### config.mk
export PLATFORM = sky130hd
export DESIGN_NAME = debruijn_next_hop_router
export DESIGN_NICKNAME = d
export VERILOG_FILES = /design/src/design/dbr_pkg.sv /design/src/design/dbr_cell.sv /design/src/design/debruijn_next_hop_router.sv
export SDC_FILE = /design/constraint.sdc
export NUM_CORES = 1
export LEC_CHECK = 0
export ABC_CLOCK_PERIOD_IN_PS = 9700
export CAP_MARGIN = 20
export CORE_UTILIZATION = 30
export DETAILED_ROUTE_END_ITERATION = 7
export DONT_BUFFER_PORTS = 1
export MAX_ROUTING_LAYER = met4
export SKIP_CTS_REPAIR_TIMING = 1
export SYNTH_ARGS = -nofsm -noshare
export SYNTH_HDL_FRONTEND = slang
export SYNTH_SLANG_ARGS = --single-unit
export TNS_END_PERCENT = 100
### constraint.sdc
create_clock -name clk -period 9.7 [get_ports clk]
set_input_delay 0.485 -clock clk [delete_from_list [all_inputs] [get_ports clk]]
set_output_delay 0.485 -clock clk [all_outputs]
set_load 0.1 [all_outputs]
### src/design/dbr_pkg.sv
`timescale 1ns / 1ps
`default_nettype none

package dbr_pkg;

	// port widths fixed by the field ranges
	localparam int unsigned ID_W = 16;
	localparam int unsigned CNT_W = 17;
	localparam int unsigned CFG_ADDR_W = 2;
	localparam int unsigned CFG_DATA_W = 17;

	// default id width inside the network
	localparam int unsigned ID_BITS_DEF = 16;

	// widest id mask: floor log2 of the count plus a four bit digit
	localparam int unsigned MASK_W = 20;
	// holds a shift amount or a mask width up to MASK_W
	localparam int unsigned TOP_W = 5;
	// shifts 0, dw, ... up to the mask width never need more than six cells
	localparam int unsigned NUM_CELLS = 6;

	// configuration register indexes
	typedef enum logic [CFG_ADDR_W-1:0] {
		REG_OWN_ID = 2'd0,
		REG_NODE_COUNT = 2'd1
	} reg_idx_t;

	// values derived from the configuration, shared by every cell
	typedef struct packed {
		logic [1:0] dw_log;
		logic [TOP_W-1:0] top;
		logic [MASK_W-1:0] mask;
		logic [MASK_W-1:0] me;
	} rt_cfg_t;

	// word handed from cell to cell
	typedef struct packed {
		logic vld;
		logic [ID_W-1:0] tgt;
		logic found;
		logic [MASK_W-1:0] hop;
	} rt_word_t;

endpackage

`default_nettype wire

### src/design/dbr_cell.sv
`timescale 1ns / 1ps
`default_nettype none

module dbr_cell #(
	parameter int unsigned SLOT = 0
) (
	input wire logic clk,
	input wire logic arst_n,
	input wire dbr_pkg::rt_cfg_t cfg,
	input wire dbr_pkg::rt_word_t word_in,
	output dbr_pkg::rt_word_t word_out
);
	import dbr_pkg::*;

	localparam logic [TOP_W-1:0] SLOT_V = TOP_W'(SLOT);
	localparam logic [TOP_W-1:0] PREV_V = (SLOT == 0) ? TOP_W'(0) : TOP_W'(SLOT - 1);
	localparam logic [TOP_W-1:0] LIFT_ON = (SLOT == 0) ? TOP_W'(0) : TOP_W'(1);

	logic [TOP_W-1:0] shift_i;
	logic [TOP_W-1:0] shift_down;
	logic [TOP_W-1:0] lift;
	logic [MASK_W-1:0] tgt_w;
	logic [MASK_W-1:0] me_sh;
	logic [MASK_W-1:0] cmp_mask;
	logic [MASK_W-1:0] route;
	logic hit;
	logic vld_q;
	logic [ID_W-1:0] tgt_q;
	logic found_q;
	logic [MASK_W-1:0] hop_q;

	// shift of this cell is SLOT digits
	always_comb begin
		shift_i = SLOT_V << cfg.dw_log;
		shift_down = PREV_V << cfg.dw_log;
		lift = LIFT_ON << cfg.dw_log;
		tgt_w = MASK_W'(word_in.tgt);
		me_sh = cfg.me << shift_i;
		cmp_mask = (cfg.mask >> shift_i) << shift_i;
		hit = ((me_sh ^ tgt_w) & cmp_mask) == '0;
		route = ((cfg.me << lift) | (tgt_w >> shift_down)) & cfg.mask;
	end

	// valid travels with reset, payload without
	always_ff @(posedge clk or negedge arst_n) begin
		if (!arst_n) begin
			vld_q <= 1'b0;
		end else begin
			vld_q <= word_in.vld;
		end
	end

	// first matching shift wins
	always_ff @(posedge clk) begin
		tgt_q <= word_in.tgt;
		found_q <= word_in.found | hit;
		if (word_in.found) begin
			hop_q <= word_in.hop;
		end else begin
			hop_q <= route;
		end
	end

	always_comb begin
		word_out.vld = vld_q;
		word_out.tgt = tgt_q;
		word_out.found = found_q;
		word_out.hop = hop_q;
	end

endmodule

`default_nettype wire

### src/design/debruijn_next_hop_router.sv
`timescale 1ns / 1ps
`default_nettype none

// next hop lookup for a de Bruijn network
// configuration: wr_en, wr_addr and wr_data write own_id (index 0) or
//   node_count (index 1); other indexes are ignored; write
//   only while no lookup is in flight
// request: a target word is taken at a clock edge with start high and busy low
// result: next_hop_id, is_self, has_parent and parent_id show for exactly one
//   cycle with done high; the receiver cannot stall, so nothing is held back
// path: a word passes the six cells of the shift chain and then one
//   output register
// throughput: one target per cycle while busy is low; the chain is fully pipelined, each cell
//   trying one digit shift and passing its word on every cycle
// reset: own_id returns to 0, node_count to 1, in-flight words are dropped
//   and busy stays high until the first clock edge after reset
module debruijn_next_hop_router #(
	parameter int unsigned ID_BITS = dbr_pkg::ID_BITS_DEF
) (
	input wire logic clk,
	input wire logic arst_n,
	input wire logic wr_en,
	input wire logic [dbr_pkg::CFG_ADDR_W-1:0] wr_addr,
	input wire logic [dbr_pkg::CFG_DATA_W-1:0] wr_data,
	input wire logic start,
	output logic busy,
	input wire logic [dbr_pkg::ID_W-1:0] target_id,
	output logic done,
	output logic [dbr_pkg::ID_W-1:0] next_hop_id,
	output logic is_self,
	output logic has_parent,
	output logic [dbr_pkg::ID_W-1:0] parent_id
);
	import dbr_pkg::*;

	localparam int unsigned KEEP = (ID_BITS < ID_W) ? ID_BITS : ID_W;
	localparam logic [ID_W-1:0] KEEP_MASK = ID_W'((33'd1 << KEEP) - 33'd1);
	localparam int unsigned MW1 = MASK_W + 1;

	logic [ID_W-1:0] own_id_q;
	logic [CNT_W-1:0] node_count_q;
	logic busy_q;
	logic [TOP_W-1:0] lg;
	logic [TOP_W-1:0] dw;
	logic [MW1-1:0] full;
	logic [MASK_W-1:0] mask_low;
	logic [ID_W-1:0] me16;
	rt_cfg_t cfg;
	rt_word_t chain [0:NUM_CELLS];
	rt_word_t last;
	logic self_hit;
	logic [MASK_W-1:0] hop_fold;
	logic done_q;
	logic [ID_W-1:0] hop_q;
	logic self_q;
	logic parent_vld_q;
	logic [ID_W-1:0] parent_q;

	// configuration registers
	always_ff @(posedge clk or negedge arst_n) begin
		if (!arst_n) begin
			own_id_q <= '0;
			node_count_q <= CNT_W'(1);
		end else if (wr_en) begin
			unique case (wr_addr)
				REG_OWN_ID: own_id_q <= wr_data[ID_W-1:0];
				REG_NODE_COUNT: node_count_q <= wr_data[CNT_W-1:0];
				default: ;
			endcase
		end
	end

	// busy only while coming out of reset
	always_ff @(posedge clk or negedge arst_n) begin
		if (!arst_n) begin
			busy_q <= 1'b1;
		end else begin
			busy_q <= 1'b0;
		end
	end

	assign busy = busy_q;

	// floor log2, digit width and id mask
	always_comb begin
		lg = '0;
		for (int b = 1; b < CNT_W; b++) begin
			if (node_count_q[b]) begin
				lg = TOP_W'(b);
			end
		end
		if (lg < TOP_W'(3)) begin
			cfg.dw_log = 2'd0;
		end else if (lg < TOP_W'(7)) begin
			cfg.dw_log = 2'd1;
		end else begin
			cfg.dw_log = 2'd2;
		end
		dw = TOP_W'(1) << cfg.dw_log;
		cfg.top = (lg + dw) & ~(dw - TOP_W'(1));
		full = (MW1'(1) << cfg.top) - MW1'(1);
		cfg.mask = full[MASK_W-1:0];
		me16 = own_id_q & KEEP_MASK;
		cfg.me = MASK_W'(me16);
		mask_low = cfg.mask >> dw;
	end

	// word entering the chain
	always_comb begin
		chain[0].vld = start & ~busy_q;
		chain[0].tgt = target_id & KEEP_MASK;
		chain[0].found = 1'b0;
		chain[0].hop = '0;
	end

	// one cell per digit shift
	for (genvar k = 0; k < NUM_CELLS; k++) begin : g_cell
		dbr_cell #(
			.SLOT(k)
		) u_cell (
			.clk(clk),
			.arst_n(arst_n),
			.cfg(cfg),
			.word_in(chain[k]),
			.word_out(chain[k+1])
		);
	end

	// self check and fold below the node count
	always_comb begin
		last = chain[NUM_CELLS];
		self_hit = last.tgt == me16;
		if (last.hop >= MASK_W'(node_count_q)) begin
			hop_fold = last.hop & mask_low;
		end else begin
			hop_fold = last.hop;
		end
	end

	// output register
	always_ff @(posedge clk or negedge arst_n) begin
		if (!arst_n) begin
			done_q <= 1'b0;
		end else begin
			done_q <= last.vld;
		end
	end

	always_ff @(posedge clk) begin
		hop_q <= self_hit ? me16 : hop_fold[ID_W-1:0];
		self_q <= self_hit;
		parent_vld_q <= me16 != '0;
		parent_q <= (me16 != '0) ? (me16 >> dw) : '0;
	end

	assign done = done_q;
	assign next_hop_id = hop_q;
	assign is_self = self_q;
	assign has_parent = parent_vld_q;
	assign parent_id = parent_q;

endmodule

`default_nettype wire

==> impl_metrics.ini <==
[status]
result_of_the_run = finished clean

[timing]
layout_worst_path_cycle_share = 0.761
relSlewSlack = 0.155
period_minus_slack_ns = 7.38
tns_ns = 0
setup_slack_ns = 2.32
finalSetupViolations = 0
hold_viol = 0
tightest_slew_ns = 1.25
fin_worst_skew_ns = 0.0121
holdWs_ns = 0.0812
final_max_slew_viol_count = 0
achievable-frequency_mhz = 135
setup_repair_after_global_routing_missed_its_margin = false

[power_and_ir_drop]
swShare = 0.384
ir_drop_v = 0.000194
power_report.internal_total_uw = 2620
power.net_switching_uw = 1640
combinationalPowerShare = 0.219
cellLeakagePower_uw = 0.00584
power.share.clock = 0.329
seq_power_share = 0.452
power.density_cell_area_mw_per_mm2 = 295

[setup_path]
critical_path_peak_fanout = 38
reg2reg_from = node_count_q[14]
worst_ep_arrival_time_ns = 7.81
timing_worst_setup_path_type = reg2reg
endpoint_class_of_the_critical_path = flop
worst_setup_sp_type = flop
cp_data_required_time_ns = 10.12
worst_setup_path_startpoint = node_count_q[14]

[yosys]
synth.yosys.seq_area_share = 0.486
synth.ff_latch_count = 292
synth.area.mux_share = 0.0194
synthesis.area_sq_mm = 0.0124
syn_avg_cell_area_sq_um = 9.03
synth_simple_gate_area_share = 0.143
synth_edf_count = 0
xor_and_xnor_fraction_of_the_mapped_netlist_area = 0.0338
synth_ff_type = dfxtp_1
synth_compound_area_frac = 0.208
synth_top_family_by_area = compound AO/OA/AOI/OAI gates
postSynth.asyncResetShare = 0.140
postSynthCellCount = 1378
distinct_cells_synth = 79
synth_fa_ha_area_frac = 0.0539
ys_warn_count = 0

[floorplan]
num_io_pins = 75
dieHeight_um = 206
initial_utilization = 0.305
die_area_sq_mm = 0.0423
total_core_area_sq_mm = 0.0408
die-width_um = 206
std_cell_rows = 74

[drt]
detail_route.wl_per_cell_um = 25.5
route.detailed.drc = 0
vias_per_cell = 5.52
vias = 10600
first_iter_violations = 1081
route.antenna.remaining_nets = 0
finalWirelength_um = 49100
drt_pre_antenna_iters = 5

[clock_network]
cts_root_buffer = clkbuf_16
cts_h_tree_lvls = 2
clock_latency_reported_for_the_late_side_of_the_worst_skew_pair_ns = 0.53
cts-buffers-inserted = 34
clockBufferDepth = 3
clock_tree_from_tritoncts = done
cts_sinks = 292
clkSlewWorstSetupHoldPaths_ns = 0.07

[global_route]
grt_first_pass_wirelength_um = 70500
globalRouteMet2Util = 0.350
grt_usage = 0.239
pin_count_of_the_biggest_net_entering_global_routing = 66
first_global_vias = 10200
grt_antenna_before_repair = 1
grt_busiest_layer = met2
gr-total-overflow = 0
grt_util_met1 = 0.312
use_met3 = 0.0472

[place]
port_buffer_count = 0
placement.setup.worst_slack_ns = 2.55
hpwl_um = 35000
gp_routability_congestion = 0.948
placed_cell_area_sq_mm = 0.0130

[layout]
filler_cell_count = 4157
final_design_area_no_fill_sq_mm = 0.0144
final_common_cell = dfxtp_1
drive_above_1_share = 0.0964
final_cell_mix = 248 x dfxtp_1, 210 x nand2_1, 130 x o21ai_0, 82 x inv_1, 79 x nor2_1
final_nets = 1456
flow.area_growth_from_synthesis_pct = 15.9

[min_path]
worstHoldPathType = in2reg
startpoint_of_the_tightest_hold_check_path = wr_data[7]

[flow_run]
maxCapViolCount = 0
synthesized netlist by cell type, drive strengths merged (17+ instances only):
master | count | area (sq um)
o21ai | 132 | 664
mux2 | 17 | 191
o31ai | 43 | 323
nand2 | 210 | 788
nor3 | 23 | 143
ha | 52 | 651
xnor2 | 43 | 377
dfrtp | 39 | 976
clkbuf | 62 | 233
dfxtp | 251 | 5020
a211oi | 20 | 150
nor2 | 81 | 309
a221oi | 22 | 193
inv | 83 | 312
buf | 30 | 129
a21oi | 58 | 302
a21o | 20 | 150
kinds of logic (layout without fill, tap and decap cells):
group | count (synthesis) | after routing
fa+ha+maj | 53 | 53
other cells | 2 | 6
flops | 292 | 292
mux | 22 | 22
xor+xnor | 48 | 48
simple gates | 393 | 393
compound gates | 393 | 393
buf+inv | 175 | 186
flip-flops by register name, indices dropped and copies added (netlist names):
register               flops
g_cell.u_cell.hop_q      116
is_self                    1
busy                       1
node_count_q              17
has_parent                 1
me16                      16
parent_id                 16
g_cell.u_cell.found_q      5
done                       1
next_hop_id               16
g_cell.u_cell.vld_q        6
g_cell.u_cell.tgt_q       96
final cells by class:
cell class | instances | area, sq um | area share
clock inverters | 17 | 260 | 0.0180
diodes | 3 | 7.51 | 0.000521
well taps | 532 | 666 | 0.0462
repair buffers | 41 | 374 | 0.0259
clock buffers | 45 | 986 | 0.0684
inverters | 83 | 312 | 0.0216
multi-input cells | 912 | 5760 | 0.399
flip-flops and latches | 292 | 6060 | 0.420
power by group through the flow:
| stage | Clock (uW) | Combinational (uW) | Sequential (uW) |
|---|---|---|---|
| 3_3_place_gp | 0 | 890 | 1940 |
| 5_1_grt | 1480 | 1010 | 1940 |
| 2_1_floorplan | 0 | 608 | 1820 |
| 6_report | 1400 | 932 | 1920 |
| 4_1_cts | 1420 | 902 | 1920 |
| 3_5_place_dp | 0 | 896 | 1950 |
layer usage:
metal,wire length (um),share of wire
met1,21100,0.43
met2,21400,0.44
met3,4220,0.086
met4,2410,0.049
met5,0,0
per-stage QoR:
step	utilization	std cells	total power [uW]
global route	0.353	1923	4430
detailed placement	0.317	1840	2840
CTS	0.348	1902	4250
global placement	0.317	1840	2830
finish	0.353	1925	4260
floorplan	-	1379	2430
critical path: stages, from the launching register on:
cell      delay [ns]
dfrtp_1         0.42
or4_4           0.61
nor2_2          0.17
nand2_1         0.44
a21oi_4         0.28
nand2_1         0.46
inv_2           0.86
ha_1            0.27
a21oi_1         0.13
xnor2_1         0.33
a31o_2          0.30
nor2_1          0.11
and4_1          0.29
inv_1           0.14
ha_1            0.36
inv_1           0.14
a2111o_1        0.43
nor2_2          0.15
mux2i_1         0.81
a211oi_1        0.22
a211o_1         0.34
path summary, 6_finish.rpt:
check | to | slack, ns | cells after the start
worst max-delay path | g_cell[4].u_cell.found_q | 2.32 | 20
worst min-delay path | me16[7] | 0.08 | 2
worst max register to register | g_cell[4].u_cell.found_q | 2.32 | 20
worst min register to register | g_cell[5].u_cell.tgt_q[1] | 0.32 | 0
max in group asynchronous | node_count_q[0] | 8.98 | 2
min in group asynchronous | me16[6] | 0.46 | 2
Power figures use the tool's default switching activity.
